<file path="src/rtl/lkvc_pkg.sv">
// Package for the LRU key-value cache: field widths and the per-cell control struct.
// No dependencies; every other file imports it.
package lkvc_pkg;

  localparam int KEY_W  = 32;
  localparam int DATA_W = 32;
  localparam int CFG_W  = 5;

  localparam logic KIND_GET = 1'b0;
  localparam logic KIND_PUT = 1'b1;

  // Control group sent from the top level to each cell.
  typedef struct packed {
    logic clear;  // drop the entry (capacity write)
    logic shift;  // take the neighbor's entry
    logic keep;   // position lies inside the active capacity
  } lkvc_ctrl_t;

endpackage

</file>
<file path="src/rtl/lkvc_if.sv">
// Valid/ready channel interfaces for the cache request and response streams.
// Depends on lkvc_pkg.
interface lkvc_req_if;
  import lkvc_pkg::*;
  logic                     valid;
  logic                     ready;
  logic                     kind;
  logic signed [KEY_W-1:0]  key;
  logic signed [DATA_W-1:0] value;

  modport source (output valid, kind, key, value, input ready);
  modport sink   (input valid, kind, key, value, output ready);
endinterface

interface lkvc_rsp_if;
  import lkvc_pkg::*;
  logic                     valid;
  logic                     ready;
  logic                     hit;
  logic signed [DATA_W-1:0] read_value;

  modport source (output valid, hit, read_value, input ready);
  modport sink   (input valid, hit, read_value, output ready);
endinterface

</file>
<file path="src/rtl/lkvc_cell.sv">
// One position of the recency chain: holds a valid bit, key and value.
// Depends on lkvc_pkg.
module lkvc_cell #(
  parameter int SW = 32
) (
  input  logic                      clk_i,
  input  logic                      rst_ni,
  input  lkvc_pkg::lkvc_ctrl_t      ctrl_i,
  input  logic [lkvc_pkg::KEY_W-1:0] lookup_key_i,
  input  logic                      prev_valid_i,
  input  logic [lkvc_pkg::KEY_W-1:0] prev_key_i,
  input  logic [SW-1:0]             prev_value_i,
  output logic                      valid_o,
  output logic [lkvc_pkg::KEY_W-1:0] key_o,
  output logic [SW-1:0]             value_o,
  output logic                      match_o
);
  import lkvc_pkg::*;

  logic             valid_q;
  logic [KEY_W-1:0] key_q;
  logic [SW-1:0]    value_q;

  always_ff @(posedge clk_i or negedge rst_ni) begin
    if (!rst_ni) begin
      valid_q <= 1'b0;
    end else if (ctrl_i.clear) begin
      valid_q <= 1'b0;
    end else if (ctrl_i.shift) begin
      valid_q <= prev_valid_i && ctrl_i.keep;
    end
  end

  always_ff @(posedge clk_i) begin
    if (ctrl_i.shift) begin
      key_q   <= prev_key_i;
      value_q <= prev_value_i;
    end
  end

  assign match_o = valid_q && (key_q == lookup_key_i);
  assign valid_o = valid_q;
  assign key_o   = key_q;
  assign value_o = value_q;

endmodule

</file>
<file path="src/rtl/lru_key_value_cache.sv">
// LRU key-value cache: a chain of CAP cells ordered by recency, cell 0 most recent.
// The output register captures the result when its request transaction is accepted.
// Throughput: one transaction per cycle while the response side takes results; the
// combinational key compare across the chain plus the shift of the cells up to the
// hit position set that figure. Reset: asynchronous, active low; store empty,
// capacity = CAP. A capacity write clears all cells together; no clearing pass.
module lru_key_value_cache #(
  parameter int CAP       = 16,
  parameter int DATA_BITS = 32
) (
  input  logic                       clk_i,
  input  logic                       rst_ni,
  lkvc_req_if.sink                   req_i,
  lkvc_rsp_if.source                 rsp_o,
  input  logic                       cfg_we_i,
  input  logic [lkvc_pkg::CFG_W-1:0] cfg_wdata_i
);
  import lkvc_pkg::*;

  // Stored value width: narrow data keeps its low bits, wide data keeps the 32 input bits.
  localparam int SW = (DATA_BITS < DATA_W) ? DATA_BITS : DATA_W;
  // Width of the capacity limit: must hold CAP and any 5-bit write.
  localparam int CW = ($clog2(CAP + 1) > CFG_W) ? $clog2(CAP + 1) : CFG_W;

  // Active capacity, already clamped to 1..CAP.
  logic [CW-1:0] limit_q;

  logic [CAP-1:0]   cell_valid;
  logic [KEY_W-1:0] cell_key   [CAP];
  logic [SW-1:0]    cell_value [CAP];
  logic [CAP-1:0]   cell_match;
  // ahead[i]: some cell ahead of i (more recent) matched the key.
  logic [CAP-1:0]   ahead;

  logic             accept;
  logic             hit;
  logic             update;
  logic [SW-1:0]    hit_value;
  logic [SW-1:0]    head_value;

  logic             rsp_valid_q;
  logic             rsp_hit_q;
  logic [DATA_W-1:0] rsp_value_q;
  logic [DATA_W-1:0] rsp_value_d;

  // Capacity register: zero acts as one, anything above CAP as CAP.
  always_ff @(posedge clk_i or negedge rst_ni) begin
    if (!rst_ni) begin
      limit_q <= CW'(CAP);
    end else if (cfg_we_i) begin
      if (cfg_wdata_i == '0) begin
        limit_q <= CW'(1);
      end else if (CW'(cfg_wdata_i) > CW'(CAP)) begin
        limit_q <= CW'(CAP);
      end else begin
        limit_q <= CW'(cfg_wdata_i);
      end
    end
  end

  // Output register decouples the two sides; a new request is taken while the
  // current result is being drained.
  assign req_i.ready = !rsp_valid_q || rsp_o.ready;
  assign accept      = req_i.valid && req_i.ready;

  assign hit = |cell_match;

  // Matching cell's value; keys are unique so at most one match.
  always_comb begin
    hit_value = '0;
    for (int i = 0; i < CAP; i++) begin
      hit_value = hit_value | (cell_value[i] & {SW{cell_match[i]}});
    end
  end

  // Any hit, or a put that misses, moves an entry to the head of the chain.
  // A hit at position p shifts cells 0..p; an insert shifts the whole chain and
  // the entry pushed past the capacity limit falls out (eviction).
  assign update     = accept && (hit || (req_i.kind == KIND_PUT));
  assign head_value = (req_i.kind == KIND_PUT) ? req_i.value[SW-1:0] : hit_value;

  assign ahead[0] = 1'b0;
  for (genvar i = 1; i < CAP; i++) begin : g_ahead
    assign ahead[i] = ahead[i-1] | cell_match[i-1];
  end

  for (genvar i = 0; i < CAP; i++) begin : g_cell
    lkvc_ctrl_t       ctrl;
    logic             prev_valid;
    logic [KEY_W-1:0] prev_key;
    logic [SW-1:0]    prev_value;

    assign ctrl.clear = cfg_we_i;
    assign ctrl.shift = update && !ahead[i];
    assign ctrl.keep  = CW'(i) < limit_q;

    if (i == 0) begin : g_head
      assign prev_valid = 1'b1;
      assign prev_key   = req_i.key;
      assign prev_value = head_value;
    end else begin : g_body
      assign prev_valid = cell_valid[i-1];
      assign prev_key   = cell_key[i-1];
      assign prev_value = cell_value[i-1];
    end

    lkvc_cell #(
      .SW (SW)
    ) u_cell (
      .clk_i        (clk_i),
      .rst_ni       (rst_ni),
      .ctrl_i       (ctrl),
      .lookup_key_i (req_i.key),
      .prev_valid_i (prev_valid),
      .prev_key_i   (prev_key),
      .prev_value_i (prev_value),
      .valid_o      (cell_valid[i]),
      .key_o        (cell_key[i]),
      .value_o      (cell_value[i]),
      .match_o      (cell_match[i])
    );
  end

  // Result: put returns 0; get returns the sign-extended stored value or all ones.
  always_comb begin
    if (req_i.kind == KIND_PUT) begin
      rsp_value_d = '0;
    end else if (hit) begin
      rsp_value_d = DATA_W'(signed'(hit_value));
    end else begin
      rsp_value_d = '1;
    end
  end

  always_ff @(posedge clk_i or negedge rst_ni) begin
    if (!rst_ni) begin
      rsp_valid_q <= 1'b0;
    end else if (accept) begin
      rsp_valid_q <= 1'b1;
    end else if (rsp_o.ready) begin
      rsp_valid_q <= 1'b0;
    end
  end

  always_ff @(posedge clk_i) begin
    if (accept) begin
      rsp_hit_q   <= hit;
      rsp_value_q <= rsp_value_d;
    end
  end

  assign rsp_o.valid      = rsp_valid_q;
  assign rsp_o.hit        = rsp_hit_q;
  assign rsp_o.read_value = rsp_value_q;

endmodule

</file>
<file path="src/flat_wrapper.sv">
// flat-port wrapper written by rule: the top's interface ports become plain ports
module lru_key_value_cache_flat import lkvc_pkg::*;
#(
  parameter int CAP       = 16,
  parameter int DATA_BITS = 32
)
  (clk_i, rst_ni, cfg_we_i, cfg_wdata_i, req_i_valid, req_i_kind, req_i_key, req_i_value, req_i_ready, rsp_o_valid, rsp_o_hit, rsp_o_read_value, rsp_o_ready);
  lkvc_req_if req_i_i ();
  lkvc_rsp_if rsp_o_i ();
  input  logic clk_i;
  input  logic rst_ni;
  input  logic cfg_we_i;
  input  logic [lkvc_pkg::CFG_W-1:0] cfg_wdata_i;
  input wire logic [$bits(req_i_i.valid)-1:0] req_i_valid;
  input wire logic [$bits(req_i_i.kind)-1:0] req_i_kind;
  input wire logic [$bits(req_i_i.key)-1:0] req_i_key;
  input wire logic [$bits(req_i_i.value)-1:0] req_i_value;
  output wire logic [$bits(req_i_i.ready)-1:0] req_i_ready;
  output wire logic [$bits(rsp_o_i.valid)-1:0] rsp_o_valid;
  output wire logic [$bits(rsp_o_i.hit)-1:0] rsp_o_hit;
  output wire logic [$bits(rsp_o_i.read_value)-1:0] rsp_o_read_value;
  input wire logic [$bits(rsp_o_i.ready)-1:0] rsp_o_ready;
  assign req_i_i.valid = req_i_valid;
  assign req_i_i.kind = req_i_kind;
  assign req_i_i.key = req_i_key;
  assign req_i_i.value = req_i_value;
  assign req_i_ready = req_i_i.ready;
  assign rsp_o_valid = rsp_o_i.valid;
  assign rsp_o_hit = rsp_o_i.hit;
  assign rsp_o_read_value = rsp_o_i.read_value;
  assign rsp_o_i.ready = rsp_o_ready;
  lru_key_value_cache #(.CAP(CAP), .DATA_BITS(DATA_BITS)) u_core (.clk_i(clk_i), .rst_ni(rst_ni), .req_i(req_i_i), .rsp_o(rsp_o_i), .cfg_we_i(cfg_we_i), .cfg_wdata_i(cfg_wdata_i));
endmodule
</file>
<file path="config.mk">
export PLATFORM = sky130hd
export DESIGN_NAME = lru_key_value_cache_flat
export DESIGN_NICKNAME = d
export VERILOG_FILES = /design/src/rtl/lkvc_pkg.sv /design/src/rtl/lkvc_if.sv /design/src/rtl/lkvc_cell.sv /design/src/rtl/lru_key_value_cache.sv /design/src/flat_wrapper.sv
export SDC_FILE = /design/constraint.sdc
export NUM_CORES = 1
export LEC_CHECK = 0
export BUFFER_PORTS_ARGS = -buffer_cell sky130_fd_sc_hd__buf_2
export CAP_MARGIN = 20
export CELL_PAD_IN_SITES_DETAIL_PLACEMENT = 1
export CELL_PAD_IN_SITES_GLOBAL_PLACEMENT = 1
export CORE_MARGIN = 4
export CORE_UTILIZATION = 50
export CTS_BUF_LIST = sky130_fd_sc_hd__clkbuf_8
export CTS_CLUSTER_SIZE = 14
export DETAILED_ROUTE_END_ITERATION = 8
export PLACE_DENSITY_LB_ADDON = 0.1
export SLEW_MARGIN = 20
export SYNTH_ARGS = -nofsm -noshare
export SYNTH_HDL_FRONTEND = slang
export SYNTH_SLANG_ARGS = --single-unit
export TNS_END_PERCENT = 5
</file>
<file path="constraint.sdc">
create_clock -name clk_i -period 10.7 [get_ports clk_i]
set_input_delay 0.535 -clock clk_i [delete_from_list [all_inputs] [get_ports clk_i]]
set_output_delay 0.535 -clock clk_i [all_outputs]
set_load 0.1 [all_outputs]
</file>
After elaboration in Yosys (flattened, before gate mapping)
Index checks and enable logic that the tools add are counted.

Register bits after elaboration: 1079. Bits of input ports: 75.

Magnitude comparators: 17. Eq/ne operators: 16. Mux-type cells: 38. Bitwise gates (word level): 45. Reductions and logical operators: 85.

Operator list (number): 32-bit AND (16); 32-bit == test (16); 32-bit bitwise OR (15); 32-bit 2-to-1 mux (2); 1-bit logical AND (48); 4-bit by 5-bit < comparator with 1-bit output, first input constant (8); 1-bit 2-to-1 mux (34); 2-bit nonzero test (17); 3-bit by 5-bit < comparator with 1-bit output, first input constant (4); 1-bit zero test (16); 16-bit OR reduction (1); 1-bit bitwise OR (14); 1-bit by 5-bit < comparator with 1-bit output, first input constant (2); 2-bit by 5-bit < comparator with 1-bit output, first input constant (2); 5-bit 2-to-1 mux (2); 5-bit > comparator, second input constant (1); 5-bit zero test (1); 1-bit logical OR (2).

Longest topological paths before layout
Word-level depth: 20. Depth in mapped cells: 13.

Cells and area by module
A second synthesis with hierarchy kept.

Cell total of the unflattened synthesis: 2363. Area total of the unflattened synthesis: 42120.4 um2.

By module, submodules not included: lkvc_cell (times used 16, cells an instance 112, area an instance 2318.5 um2); lru_key_value_cache (times used 1, cells an instance 571, area an instance 5024.8 um2).

Least setup slack after synthesis
No wires, ideal clock.

Path kind: register -> register. Start point: register u_core.rsp_valid_q (netlist: u_core.rsp_o.valid). End point: register u_core.g_cell[9].u_cell.valid_q. Setup time: 274 ps. Data arrival time: 8895 ps. Data required time: 10426 ps. Setup slack: 1531 ps. Stages on the path, launching flop included: 8. Path buffers: 0. Cell sequence: dfrtp_1 -> nand2b_1 -> nand2_1 -> nor4_1 -> nand3_1 -> a21oi_1 -> nor2b_1 -> mux2i_1.

RTL lines: start: declaration (RTL line lru_key_value_cache.sv:41) `logic rsp_valid_q;`; start signal: assignment (RTL line lru_key_value_cache.sv:137) `rsp_valid_q <= 1'b0;`; start signal: assignment (RTL line lru_key_value_cache.sv:139) `rsp_valid_q <= 1'b1;`; start signal: assignment (RTL line lru_key_value_cache.sv:141) `rsp_valid_q <= 1'b0;`; end signal: assignment (RTL line lkvc_cell.sv:30) `valid_q <= prev_valid_i && ctrl_i.keep;`; end: declaration (RTL line lkvc_cell.sv:20) `logic valid_q;`.

==> metrics.csv <==
stage,metric,value,unit
floorplan,num_io_pins,110,
cells_and_area,final_cell_mix,"edfxtp_1 (1057), xor2_1 (416), a22oi_1 (186), clkbuf_8 (183), nor4_1 (149)",
timing,worstMarginPinSlew,1.17,ns
cts,clk_path_buf_depth,3,
yosys,syn_area_per_cell,16.5,µm²
critical_path,path_common_cell,buf_4,
cells_and_area,layout-drive-gt1-share,0.139,
detailed_routing,drt_wl_total,130000,µm
yosys,syn_area,43400,µm²
cells_and_area,nNetsFinal,2943,
grt,antenna_found_initial,2,
floorplan,die_h,303,µm
detailed_routing,detail_route.first_pass.iterations,6,
critical_path,criticalPathCategory,flop to flop,
grt,grt_util_met2,0.469,
cts,htree_levels,4,
yosys,ys.flop_type,edfxtp_1,
status,outcome,"finished, final reports clean",
critical_path,worstSetupStartpointType,flop,
grt,grt_pass1_wl,188000,µm
cts,cts.sinks,1079,
hold_path,hp-class,input port to flop,
grt,grt_use_met1,0.374,
timing,tns,0,ns
timing,relSlewSlack,0.221,
cts,postCtsResizedCells,0,
timing,fin_skew,0.0462,ns
yosys,async_flop_share,0.0204,
critical_path,worstPathCellList,xor2_1 -> nor4_1 -> nand4_1 -> nor4_4 -> buf_4 -> nor3_4 -> a21oi_4 -> buf_4 -> nor2b_4 -> buf_4,
placed_design,dp_hpwl,83000,µm
cts,clk_pin_slew_worst_paths,0.06,ns
floorplan,coreArea,85700,µm²
yosys,postSynthCellCount,2629,
placed_design,io_buffers,109,
cells_and_area,final_common_cell,edfxtp_1,
critical_path,crit_buf_inv,3,
cts,clk_latency,0.86,ns
detailed_routing,vias,25732,
timing,finalHoldViolations,0,
floorplan,initial_core_util,0.507,
cts,cts_tree,done,
detailed_routing,drc,0,
critical_path,crit_path_end_kind,flop,
yosys,synth.distinct_cells,56,
yosys,ys_ff_latch,1079,
critical_path,critical_path.slowest_cell,buf_4,
cts,cts_buffers,177,
yosys,synthesis.nets,2704,
grt,grt_max_degree,69,
cells_and_area,area_growth,12.0,%
yosys,synth_edf_count,1057,
floorplan,die_area,91700,µm²
yosys,yosysWarnings,0,
cts,cts_root_buf,clkbuf_8,
floorplan,die_w,303,µm
grt,grt.overflow.total,0,
grt,met3_usage,0.0556,
timing,whs,0.0750,ns
critical_path,cp_data_required_time,11.15,ns
timing,max_freq,182,MHz
critical_path,max_stage_delay,0.84,ns
critical_path,worstPathArrival,5.96,ns
grt,grt.total_usage,0.286,
floorplan,rows,107,
power,ir_drop,115,µV
detailed_routing,drt_iter0_drc,2723,
grt,grt_pass1_vias,27849,
critical_path,r2r_slack,5.19,ns
critical_path,path_delay_family,buffers and inverters,
grt,grt_busiest_layer,met2,
job,maxCapViolCount,0,
placed_design,routabilityCongestion,0.987,
timing,rsz0062_at_grt,no,
power,total_leakage_power,16.4,nW
detailed_routing,antenna_left,0,
detailed_routing,routedWlPerCell,31.4,µm
timing,finalMaxSlewViolations,0,
detailed_routing,viasPerCell,6.20,
yosys,seq_area_frac_synth,0.743,
cells_and_area,n_fill_cell,7962,
power,power_density,180,nW/µm²
timing,timing.final.crit_period,5.51,ns
critical_path,path_max_fanout,68,
timing,setup_viol,0,
timing,post-route-period-util,0.515,
==> cell families (layout without fill, tap and decap cells) <==
family | after synthesis | count (layout) | share of synthesized area
xor gates and xnor gates | 510 | 510 | 0.103
and+or+nand+nor | 494 | 494 | 0.0659
muxes | 39 | 39 | 0.00904
other | 0 | 5 | 0
buffers and inverters | 175 | 544 | 0.0224
AOI/OAI and AO/OA | 332 | 332 | 0.0566
DFF | 1079 | 1079 | 0.743
==> repair_timing <==
action / 4_1_cts / 5_1_grt
hold buffers: 29 / 0
endpoints found under the hold margin: 48 / 0
setup buffers: 0 / 0
==> tightest hold or removal path: cells and delay by family <==
kind / cells / cell delay [ns]
muxes: 1 / 0.13
buffers and inverters: 2 / 0.10
==> cell type report <==
class | count | area [µm²] | share of cell area
Antenna cell | 5 | 12.5 | 0.000257
Clock buffer | 183 | 2520 | 0.0518
Clock inverter | 126 | 628 | 0.0129
Inverter | 45 | 170 | 0.00350
Multi-Input combinational cell | 1375 | 10400 | 0.213
Sequential cell | 1079 | 32300 | 0.664
Tap cell | 1144 | 1430 | 0.0294
Timing Repair Buffer | 190 | 1230 | 0.0253
==> power by group <==
part           internal, mW  switching [mW]
Combinational         0.128           0.395
Clock                  1.65            1.66
Sequential             4.81          0.0953
==> final timing paths <==
| path | from | end | depth (start not counted) |
|---|---|---|---|
| hold reg to reg | u_core.g_cell[11].u_cell.value_o[1] | u_core.g_cell[12].u_cell.value_o[1] | 0 |
| min in group asynchronous | rst_ni | u_core.rsp_o.valid | 2 |
| setup / recovery | u_core.g_cell[15].u_cell.key_o[6] | u_core.g_cell[9].u_cell.key_o[12] | 10 |
| setup reg to reg | u_core.g_cell[15].u_cell.key_o[6] | u_core.g_cell[9].u_cell.key_o[12] | 10 |
| hold / removal | req_i_value[16] | u_core.g_cell[0].u_cell.value_o[16] | 3 |
| max in group asynchronous | rst_ni | u_core.g_cell[7].u_cell.valid_o | 2 |
==> cells in the mapped netlist, types with 10 or more instances <==
library cell,count,area (µm²)
buf_6,20,225
inv_1,43,161
clkbuf_1,39,146
a21oi_1,47,235
nand4_1,77,482
o21ai_0,10,50.1
xnor2_1,94,823
nor2_1,65,244
a22o_1,35,307
a221oi_1,35,307
xor2_1,416,3640
nand2_1,34,128
edfxtp_1,1057,31700
nor4_1,149,932
mux2i_1,37,370
buf_2,37,185
nor3_1,42,210
nand3_1,71,355
dfrtp_1,21,526
a22oi_1,186,1400
buf_4,32,240
==> per-stage QoR <==
step           power, mW  worst slack, ns  cells  utilization  cell area [µm²]
4_1_cts             8.80             5.35   4142        0.568            48600
2_1_floorplan       5.29             1.53   2629            -            43400
5_1_grt             9.06             4.95   4147        0.568            48600
3_3_place_gp        5.48             4.69   3804        0.527            45200
6_report            8.74             5.19   4147        0.568            48600
3_5_place_dp        5.50             4.66   3804        0.527            45200
==> flip-flops by register name, summed over array words and instances (netlist names) <==
signal                        count
u_core.g_cell.u_cell.key_o      512
u_core.g_cell.u_cell.value_o    512
u_core.rsp_o.read_value          32
u_core.g_cell.u_cell.valid_o     16
u_core.limit_q                    5
u_core.rsp_o.hit                  1
u_core.rsp_o.valid                1
==> per-layer routing <==
| layer | vias to the layer above | wire, µm |
|---|---|---|
| met3 | 325 | 10000 |
| met2 | 1320 | 62900 |
| met4 | 0 | 5770 |
| met1 | 13342 | 51400 |
| li1 | 10745 | - |
| met5 | - | 0 |
Note: power is estimated with default switching activity, not from simulation.
